==> src/design/bpr_div.sv <==
module bpr_div (
	input  logic        clk,
	input  logic        arst_n,
	input  logic        start,
	input  logic [15:0] den,
	output logic [16:0] quo,
	output logic [15:0] rem,
	output logic        done
);

	logic [16:0] rem_q;
	logic [16:0] quo_q;
	logic [4:0]  cnt_q;
	logic        busy_q;
	logic        done_q;
	logic [16:0] trial;
	logic        bit_in;

	// dividend is 65536: only its top bit is set
	assign bit_in = (cnt_q == 5'd0);
	assign trial  = {rem_q[15:0], bit_in};

	// restoring division, one quotient bit per cycle
	always_ff @(posedge clk or negedge arst_n) begin
		if (!arst_n) begin
			busy_q <= 1'b0;
			done_q <= 1'b0;
			cnt_q  <= '0;
		end else begin
			done_q <= 1'b0;
			if (start) begin
				busy_q <= 1'b1;
				cnt_q  <= '0;
			end else if (busy_q) begin
				cnt_q <= cnt_q + 5'd1;
				if (cnt_q == 5'd16) begin
					busy_q <= 1'b0;
					done_q <= 1'b1;
				end
			end
		end
	end

	always_ff @(posedge clk) begin
		if (start) begin
			rem_q <= '0;
			quo_q <= '0;
		end else if (busy_q) begin
			if (trial >= {1'b0, den}) begin
				rem_q <= trial - {1'b0, den};
				quo_q <= {quo_q[15:0], 1'b1};
			end else begin
				rem_q <= trial;
				quo_q <= {quo_q[15:0], 1'b0};
			end
		end
	end

	assign quo  = quo_q;
	assign rem  = rem_q[15:0];
	assign done = done_q;

endmodule

==> config.mk <==
export PLATFORM = sky130hd
export DESIGN_NAME = bpr_div
export DESIGN_NICKNAME = d
export VERILOG_FILES = /design/src/design/bpr_div.sv
export SDC_FILE = /design/constraint.sdc
export NUM_CORES = 1
export LEC_CHECK = 0
export ABC_AREA = 0
export ABC_CLOCK_PERIOD_IN_PS = 3500
export CAP_MARGIN = 20
export CELL_PAD_IN_SITES_DETAIL_PLACEMENT = 1
export CELL_PAD_IN_SITES_GLOBAL_PLACEMENT = 1
export CORE_ASPECT_RATIO = 1.4
export CORE_MARGIN = 10
export CORE_UTILIZATION = 46
export DETAILED_ROUTE_END_ITERATION = 12
export DONT_BUFFER_PORTS = 1
export GPL_TIMING_DRIVEN = 0
export PLACE_DENSITY_LB_ADDON = 0.2
export SYNTH_ARGS = -nofsm -noshare
export SYNTH_HDL_FRONTEND = slang
export SYNTH_SLANG_ARGS = --single-unit
==> constraint.sdc <==
create_clock -name clk -period 3.5 [get_ports clk]
set_clock_uncertainty 0.1 [all_clocks]
set_input_delay 0.175 -clock clk [delete_from_list [all_inputs] [get_ports clk]]
set_output_delay 0.175 -clock clk [all_outputs]
set_load 0.01 [all_outputs]
==> results.md <==
- Nets@finish: 360
- Yosys reg bits: 40
- Clk_lat worst skew: 0.30 ns
- Net Sw Frac: 0.401
- Post-Place Cells: about 380
- Cell taking the most area after synthesis: dfxtp_1
- Combinational share of power: 0.396
- CORE AREA: 0.00549 sq mm
- CTS clk-pin slew, worst paths: approximately 0.08 ns
- FF-to-FF setup slack: ~0.22 ns
- Gr ovfl total: 0
- R2r startpoint: cnt_q[0]
- Die H: about 110 um
- Htree depth: 2
- CTS buffer count: 5
- Drt via density: about 6.0
- CP Capture Type: register
- Largest net degree at the start of global routing: 14
- RSZ-0062 raised after global routing: false
- Post-DP Area: between 0.002 and 0.003 sq mm
- Avg Synthesized Cell Area: a little over 8 sq um
- Min Tclk post-route: ~3.3 ns
- Worst VDD drop: 0.318 mV
- Final Max Slew Viols: 0
- Critical Path, Cell by Cell: inv_1, ha_1, nand3b_1, ha_1, inv_1, fa_1, a211oi_1, o21ai_0, nand4_1, nand3_1, or3_1, a311oi_2
- Number of diodes: 0
- Post-CTS Setup Repair Bufs: 0
- Fin. Hold Viols: 0
- CTS sink count: 40
- Slowest stage delay, CP: roughly 0.44 ns
- Slowest CP cell: a211oi_1
- GP Congestion: 0.854
- Clock root cell: clkbuf_8
- Vias in the first global route: roughly 2,500
- Initial Util: 0.469
- Switching Power: a little over 0.7 mW
- Fraction of registers with async set/reset: 0.175
- Clock network power share: 0.255
- WP data required: 3.61 ns
- Drt first pass iters: 4
- HP Class: primary input to async pin
- FF-to-FF End: rem_q[14]
- Total power: roughly 1.8 mW
- Multi-input gate area: 0.00156 sq mm
- Syn Std Cell Area: 0.00257 sq mm
- Final instance area: approximately 0.0028 sq mm
- Port Buf Inserts: 0
- Setup TNS: 0 ns
- Utilization after layout: 0.510
- TritonCTS clock tree: done
- Fill cells: approximately 670
- Initial antenna violation count: 0
- Final wirelength: 7.80 mm
- Max Cap Violations: 0
- CP Depth: 12
- Worst reg2reg path depth: 12
- Post-synth EDFFs: 0
- DRC Markers: 0
- HPWL after detailed placement: about 6 mm
- First-pass GRT wire length: around 13 mm
- # IOs: 53
- Count of synthesis-stage warnings from yosys: 0
- Syn_nets: about 350
- CP delay by family, top: compound AO/OA/AOI/OAI gates
- Die area: roughly 0.0090 sq mm
- Total Routing Usage GR: 0.171
- Wire per inst: 20.0 um
- Power per cell area: ~650 mW/mm^2
- Slew @ Worst Pin: approximately 0.7 ns
- Critical Path Fanout Max: 4
- Die width: between 80 and 90 um
- Non-Filler Instances: between 300 and 400
- Max Root-Sink Buffers: 2
- Register area share after synthesis: 0.325
- Row cnt: 32
- Flop pwr share: 0.350
- Post-route ant nets: 0
- Buf+Inv Stages, Crit Path: 2
- Maximum clock rate: 305 MHz
- Worst EP arrival: 3.39 ns
- Status: finished, final reports clean
- Setup Viol. Count Final: 0
- Initial drt markers: slightly above 70
- Leak: roughly 1.3 nW
- Cell variety after synth: 48
- Final Cycle Share: 0.938
- Ys flop type: dfxtp_1
- Pint: between 1 and 1.5 mW
- Setup CP Type: register to register
- Synthesized instance count: roughly 310
- Critical Path Start: cnt_q[0]
- Routed via count: between 2,000 and 2,500
- Synth top area cells: dfxtp_1 (26%), ha_1 (8.8%), mux2i_1 (7.4%)
- Layout cell share with drive strength beyond 1: 0.0588
- Synth top area share: 0.257
- Storage cell area: between 800 and 900 sq um
- Synth-to-Final Area Change: 8.86%
- Crit start category: register
- Slew HR: 0.535
-- per-layer routing --
layer	vias up	global-route usage	routed length (um)
met3	14	0.0527	437
met1	1159	0.161	2880
li1	1135	-	-
met2	43	0.336	4310
met5	-	0	0
met4	0	0.0622	172
-- cell usage in the layout, fill, tap and decap left out, types with 9 or more instances in the layout --
cell type | netlist | final
xor2_1 | 9 | 9
o21ai_0 | 11 | 11
nor2_1 | 47 | 47
clkbuf_1 | 10 | 11
ha_1 | 18 | 18
inv_1 | 22 | 22
dfxtp_1 | 33 | 33
mux2i_1 | 19 | 19
nand3_1 | 9 | 9
nand2_1 | 34 | 34
a21oi_1 | 17 | 17
a311oi_1 | 9 | 9
-- per-stage QoR --
| step | setup WS, ns | hold WS, ns |
|---|---|---|
| after floorplan | 0.761 | -0.221 |
| after global placement | 0.356 | -0.220 |
| after detailed placement | 0.218 | -0.220 |
| after CTS | 0.186 | 0.103 |
| after global routing | 0.00312 | 0.110 |
| final | 0.216 | 0.0973 |
-- state kept, by name, summed over array words and instances (netlist names) --
register  count
done          1
cnt_q         5
quo          17
busy_q        1
rem_q        16
-- cells in the mapped netlist, types with 3 or more instances --
cell / n
a21oi_1: 17
dfrtp_1: 7
nor2_1: 47
a211oi_1: 3
nand2_1: 34
a21o_1: 3
a311oi_1: 9
and3_1: 3
dfxtp_1: 33
nand2b_1: 3
inv_1: 22
xnor2_1: 4
o21ai_0: 11
or3_1: 6
o211ai_1: 5
buf_6: 3
xor2_1: 9
clkbuf_1: 10
buf_2: 3
ha_1: 18
nand3_1: 9
nand4_1: 6
mux2i_1: 19
-- kinds of logic after synthesis --
kind of cell | Yosys count | synth area share
XOR/XNOR | 13 | 0.0443
flip-flops | 40 | 0.325
AO/OA/AOI/OAI | 68 | 0.187
buffers and inverters | 39 | 0.0672
multiplexers | 19 | 0.0740
adder cells (fa/ha/maj) | 19 | 0.0954
AND/OR/NAND/NOR | 116 | 0.207
-- final cells by class --
type	instances	share of cell area
Buffer	17	0.0322
Clock buffer	6	0.0259
Clock inverter	2	0.0215
Inverter	22	0.0295
Multi-Input combinational cell	235	0.558
Sequential cell	40	0.299
Tap cell	68	0.0304
Timing Repair Buffer	1	0.00358
-- worst max-delay path by stage --
stage	slack, ns	endpoint
2_1_floorplan	0.76	rem_q[14]
3_3_place_gp	0.36	rem_q[14]
3_5_place_dp	0.22	rem_q[14]
4_1_cts	0.19	rem_q[14]
5_1_grt	0.003	rem_q[14]
6_report	0.22	rem_q[14]
-- repair_timing --
item                                   in CTS  in global routing
gates resized for setup                     0                  0
setup endpoints to repair                   0                  0
endpoints found under the hold margin       7                  0
hold buffers                                1                  0
-- worst register-to-register path, stage by stage, from the launching register on --
cell and delay [ns]:
dfrtp_1 0.42, inv_1 0.07, ha_1 0.21, nand3b_1 0.12, ha_1 0.17, inv_1 0.05
fa_1 0.41, a211oi_1 0.44, o21ai_0 0.35, nand4_1 0.20, nand3_1 0.08, or3_1 0.33
a311oi_2 0.25
-- power groups by stage --
stage | clock network, mW | registers, mW | logic (mW)
2_1_floorplan | 0 | 0.608 | 0.542
3_3_place_gp | 0 | 0.644 | 0.683
3_5_place_dp | 0 | 0.646 | 0.701
4_1_cts | 0.476 | 0.636 | 0.716
5_1_grt | 0.487 | 0.644 | 0.797
6_report | 0.460 | 0.632 | 0.716
No activity file was read; power rests on OpenSTA's default activity.
