==> config.mk <==
export PLATFORM = sky130hd
export DESIGN_NAME = bpr_cell
export DESIGN_NICKNAME = d
export VERILOG_FILES = /design/src/design/bpr_pkg.sv /design/src/design/bpr_cell.sv
export SDC_FILE = /design/constraint.sdc
export NUM_CORES = 2
export LEC_CHECK = 0
export BUFFER_PORTS_ARGS = -buffer_cell sky130_fd_sc_hd__buf_2
export CORE_UTILIZATION = 30
export DETAILED_ROUTE_END_ITERATION = 12
export SYNTH_ARGS = -nofsm -noshare
export SYNTH_HDL_FRONTEND = slang
export SYNTH_SLANG_ARGS = --single-unit
==> constraint.sdc <==
create_clock -name clk -period 11.2 [get_ports clk]
set_input_delay 0.56 -clock clk [delete_from_list [all_inputs] [get_ports clk]]
set_output_delay 0.56 -clock clk [all_outputs]
set_load 0.02 [all_outputs]
==> src/design/bpr_pkg.sv <==
package bpr_pkg;

	localparam int MAX_POINTS_DEF = 31;
	localparam int MAX_SPAN_DEF   = 65536;
	localparam int VALUE_BITS_DEF = 16;

	// Q1.16 parameter and span counters
	localparam int T_BITS    = 17;
	localparam int SPAN_BITS = 17;
	localparam logic [T_BITS-1:0] T_ONE = 17'h10000;

	localparam logic [1:0] ST_OK    = 2'd0;
	localparam logic [1:0] ST_SHORT = 2'd1;
	localparam logic [1:0] ST_LONG  = 2'd2;

	typedef struct packed {
		logic [31:0] position;
		logic [15:0] coverage;
	} in_t;

	typedef struct packed {
		logic [31:0] summit_position;
		logic [31:0] summit_value;
		logic        found;
		logic [1:0]  status;
	} out_t;

endpackage

==> src/design/bpr_cell.sv <==
module bpr_cell (
	input  logic                          clk,
	input  logic                          load,
	input  logic                          step,
	input  logic [31:0]                   init,
	input  logic [31:0]                   nbr,
	input  logic [bpr_pkg::T_BITS-1:0]    t,
	output logic [31:0]                   w
);

	logic        [31:0] w_q;
	logic signed [32:0] diff;
	logic signed [50:0] prod;
	logic signed [34:0] part;
	logic signed [34:0] sum;

	// a + floor((b - a) * t / 2^16) equals (a*(1-t) + b*t) >> 16
	assign diff = $signed({1'b0, nbr}) - $signed({1'b0, w_q});
	assign prod = diff * $signed({1'b0, t});
	assign part = 35'(prod >>> 16);
	assign sum  = $signed({3'b000, w_q}) + part;

	// load control value or take one de Casteljau round
	always_ff @(posedge clk) begin
		if (load) begin
			w_q <= init;
		end else if (step) begin
			w_q <= sum[31:0];
		end
	end

	assign w = w_q;

endmodule

==> impl_table.tex <==
\begin{tabular}{lr}
\hline
Metric & Value \\
\hline
\multicolumn{2}{l}{\textbf{GRT}} \\
\quad First-pass GRT wire length & 108,000 µm \\
\quad Grt total ovfl & 0 \\
\quad Number of antenna violations at the first check in global routing & 7 \\
\quad Pin count of the biggest net entering global routing & 63 \\
\quad Via count of the first global-routing pass & 19,800 \\
\quad GR Util All Layers & 0.176 \\
\multicolumn{2}{l}{\textbf{Synthesis}} \\
\quad Synthesized area per cell & 8.59 µm² \\
\quad Number of flops mapped to enable cells by yosys & 32 \\
\quad Net count after synthesis & 3,515 \\
\quad Mapped Cells & 2,738 \\
\quad Post-synthesis register bit count & 32 \\
\quad Async set or reset register ratio after synthesis & 0 \\
\quad Share of synthesized cell area in and, or, nand and nor gates & 0.177 \\
\quad Post-synthesis adder-cell area fraction & 0.533 \\
\quad Parity-gate share of the synthesized area counting xor and xnor cells & 0.0382 \\
\quad Number of distinct library cells after synthesis & 63 \\
\quad Summed instance area of the synthesized netlist & 0.0235 mm² \\
\quad Number of warnings reported in the yosys synthesis log & 0 \\
\quad Part of the Yosys area used for sequential elements & 0.0409 \\
\quad Mux contribution to synthesized area & 0.00186 \\
\quad Most used flip-flop cell after synthesis & sky130\_fd\_sc\_hd\_\_edfxtp\_1 \\
\quad Combinational family with the most area after synthesis & adder cells \\
\quad Area fraction in compound gates after synthesis & 0.0811 \\
\multicolumn{2}{l}{\textbf{Min path}} \\
\quad Cell depth of the worst hold path & 3 \\
\quad Min-Delay Path Class & input port to register \\
\multicolumn{2}{l}{\textbf{Placed design}} \\
\quad RePlAce Congestion & 0.880 \\
\quad Placed Area & 0.0262 mm² \\
\quad HPWL after detailed placement & 55,400 µm \\
\quad Port Buf Inserts & 115 \\
\multicolumn{2}{l}{\textbf{Floorplan}} \\
\quad Row count & 102 \\
\quad Die outline area & 0.0795 mm² \\
\quad I/O pin count & 116 \\
\quad Area of the core & 0.0775 mm² \\
\quad Die outline width & 282 µm \\
\quad Die Height & 282 µm \\
\quad Effective utilization at floorplan & 0.304 \\
\multicolumn{2}{l}{\textbf{STA}} \\
\quad Final-report hold violation count & 0 \\
\quad Fin Clk Skew & 3.31 ps \\
\quad Final number of setup-violating endpoints & 0 \\
\quad Fmax achieved & 92.2 MHz \\
\quad Pins over their slew limit & 0 \\
\quad Period utilisation layout & 0.969 \\
\quad Clock period minus worst slack & 10,850 ps \\
\quad Slew @ Worst Pin & 980 ps \\
\quad Worst slew margin relative to its limit & 0.346 \\
\quad Worst Hold Margin & 522 ps \\
\multicolumn{2}{l}{\textbf{CTS}} \\
\quad Sink count of the clock tree & 32 \\
\quad Maximum count of clock buffers along a single path & 2 \\
\quad Clock buffer count from CTS & 5 \\
\quad H-tree levels & 2 \\
\quad Clock network latency to the later pin of the worst-skew pair & 320 ps \\
\quad Root Buffer Master & sky130\_fd\_sc\_hd\_\_clkbuf\_16 \\
\quad CTS tree & yes \\
\quad Clock slew at the register clock pins of the worst setup and hold paths & 60 ps \\
\multicolumn{2}{l}{\textbf{Cells and area}} \\
\quad Fin util & 0.346 \\
\quad Share of post-route cells with drive strength above 1 & 0.124 \\
\quad Most common cell after layout, fill and taps aside & sky130\_fd\_sc\_hd\_\_inv\_1 \\
\quad Commonest non-fill, non-tap cells in the layout & 686 x sky130\_fd\_sc\_hd\_\_inv\_1, 515 x sky130\_fd\_sc\_hd\_\_fa\_1, 327 x sky130\_fd\_sc\_hd\_\_nand2\_1 \\
\quad Layout Nets & 3,699 \\
\quad Final design instance area without fill & 0.0268 mm² \\
\quad Filler instances & 8,072 \\
\quad Area growth from synthesis to layout & 13.9\% \\
\quad Number of antenna cells inserted & 0 \\
\quad Max reg flops & 32 \\
\multicolumn{2}{l}{\textbf{Route}} \\
\quad First-iteration detailed-routing DRC count & 854 \\
\quad Post-route antenna net violation count & 0 \\
\quad Post-Route WL & 67,400 µm \\
\quad Number of DRC violations after detailed routing & 0 \\
\quad Vias per cell & 4.63 \\
\quad Total via count in the routed design & 18,400 \\
\quad Length of the first detailed-routing pass in iterations & 5 \\
\quad Drt wl/cell & 17.0 µm \\
\multicolumn{2}{l}{\textbf{Worst setup path}} \\
\quad Worst setup path category & register to register \\
\quad Slack of the worst reg-to-reg path & 350 ps \\
\quad Arrival time of data at the critical path endpoint & 10,900 ps \\
\quad Endpoint kind of the worst setup timing path & register \\
\quad Count of cells along the worst register-to-register path & 47 \\
\quad Critical Path Max Stage Delay & 510 ps \\
\quad Worst path required time & 11,250 ps \\
\quad Startpoint kind of the worst setup timing path & register \\
\quad Slowest cell on the critical path & sky130\_fd\_sc\_hd\_\_fa\_1 \\
\quad Largest fanout on the critical path & 8 \\
\multicolumn{2}{l}{\textbf{Flow run}} \\
\quad MaxCap Viol Count & 0 \\
\multicolumn{2}{l}{\textbf{Run status}} \\
\quad Outcome & completed \\
\hline
\end{tabular}
==> kinds of logic (layout without fill, tap and decap cells) <==
logic type,Yosys count,in the layout
AND/OR/NAND/NOR,820,820
buffers and inverters,801,986
adder cells (fa/ha/maj),693,693
AO/OA/AOI/OAI,287,287
XOR/XNOR,101,101
flip-flops,32,32
multiplexers,4,4
==> timing repair <==
action                                  CTS  global route
buffers inserted                          1            13
pin swaps                                 7            45
endpoints found under the setup margin    4             6
gates resized for setup                   8            56
hold buffers                              0             0
==> cells in the mapped netlist (3+ instances only) <==
cell / number / area share
sky130_fd_sc_hd__a211oi_1: 6 / 0.0019
sky130_fd_sc_hd__o211a_1: 3 / 0.0013
sky130_fd_sc_hd__nand3_1: 32 / 0.0068
sky130_fd_sc_hd__a31oi_1: 6 / 0.0016
sky130_fd_sc_hd__nand2b_1: 20 / 0.0053
sky130_fd_sc_hd__o21ai_1: 9 / 0.0019
sky130_fd_sc_hd__buf_2: 5 / 0.0011
sky130_fd_sc_hd__clkbuf_1: 108 / 0.017
sky130_fd_sc_hd__xor2_1: 26 / 0.0097
sky130_fd_sc_hd__fa_1: 516 / 0.44
sky130_fd_sc_hd__nor3_1: 13 / 0.0028
sky130_fd_sc_hd__nand4_1: 10 / 0.0027
sky130_fd_sc_hd__o21a_1: 13 / 0.0041
sky130_fd_sc_hd__a21o_1: 34 / 0.011
sky130_fd_sc_hd__inv_1: 686 / 0.11
sky130_fd_sc_hd__nand2_1: 328 / 0.052
sky130_fd_sc_hd__o211ai_1: 22 / 0.0070
sky130_fd_sc_hd__nor2_1: 47 / 0.0075
sky130_fd_sc_hd__xnor2_1: 74 / 0.028
sky130_fd_sc_hd__a21oi_1: 73 / 0.016
sky130_fd_sc_hd__o21bai_1: 11 / 0.0035
sky130_fd_sc_hd__and2_1: 279 / 0.074
sky130_fd_sc_hd__o31a_1: 3 / 0.0011
sky130_fd_sc_hd__and3_1: 5 / 0.0013
sky130_fd_sc_hd__ha_1: 177 / 0.094
sky130_fd_sc_hd__a311oi_1: 7 / 0.0026
sky130_fd_sc_hd__nor2b_1: 53 / 0.014
sky130_fd_sc_hd__a41o_1: 3 / 0.0013
sky130_fd_sc_hd__o31ai_1: 4 / 0.0013
sky130_fd_sc_hd__a221o_1: 4 / 0.0017
sky130_fd_sc_hd__edfxtp_1: 32 / 0.041
sky130_fd_sc_hd__mux2_2: 3 / 0.0014
sky130_fd_sc_hd__o21ai_0: 59 / 0.013
sky130_fd_sc_hd__a311o_1: 10 / 0.0043
sky130_fd_sc_hd__nor4_1: 20 / 0.0053
==> layer usage <==
layer,track usage,share of wire,vias to the layer above
met2,0.328,0.53,390
met1,0.219,0.41,9320
met3,0.0136,0.035,89
li1,-,-,8569
met4,0.0376,0.021,0
met5,0,0,-
==> worst max-delay path: cells and delay by family, from the launching register on <==
kind            cells  cell delay [ps]
xor+xnor            3              510
fa+ha+maj           9             3980
buf+inv            10              990
flops               1              390
compound gates     21             3940
simple gates        4              720
==> final timing paths <==
path	startpoint	endpoint
worst min-delay path	init[13]	w[13]
worst max register to register	w[16]	w[31]
worst min register to register	w[0]	w[0]
worst max-delay path	w[16]	w[31]
==> through the flow <==
stage | setup WS, ps | std cells | TNS, ps
after global placement | -501 | 3941 | -1360
after global routing | -29.7 | 3963 | -41.1
after detailed placement | -587 | 3941 | -1650
after floorplan | 934 | 2738 | 0
final | 350 | 3963 | 0
after CTS | 0.717 | 3950 | 0
==> cell type report <==
cell class | instances | area, µm² | share of cell area
clock buffers | 6 | 129 | 0.00481
multi-input cells | 1905 | 19800 | 0.740
inverters | 686 | 2570 | 0.0961
repair buffers | 292 | 1960 | 0.0730
clock inverters | 2 | 35.0 | 0.00131
flip-flops and latches | 32 | 961 | 0.0359
well taps | 1040 | 1300 | 0.0486
Power is left out: the tool's default activity adds up to more than one toggle a clock period on the data nets, which glitch-free logic cannot reach.
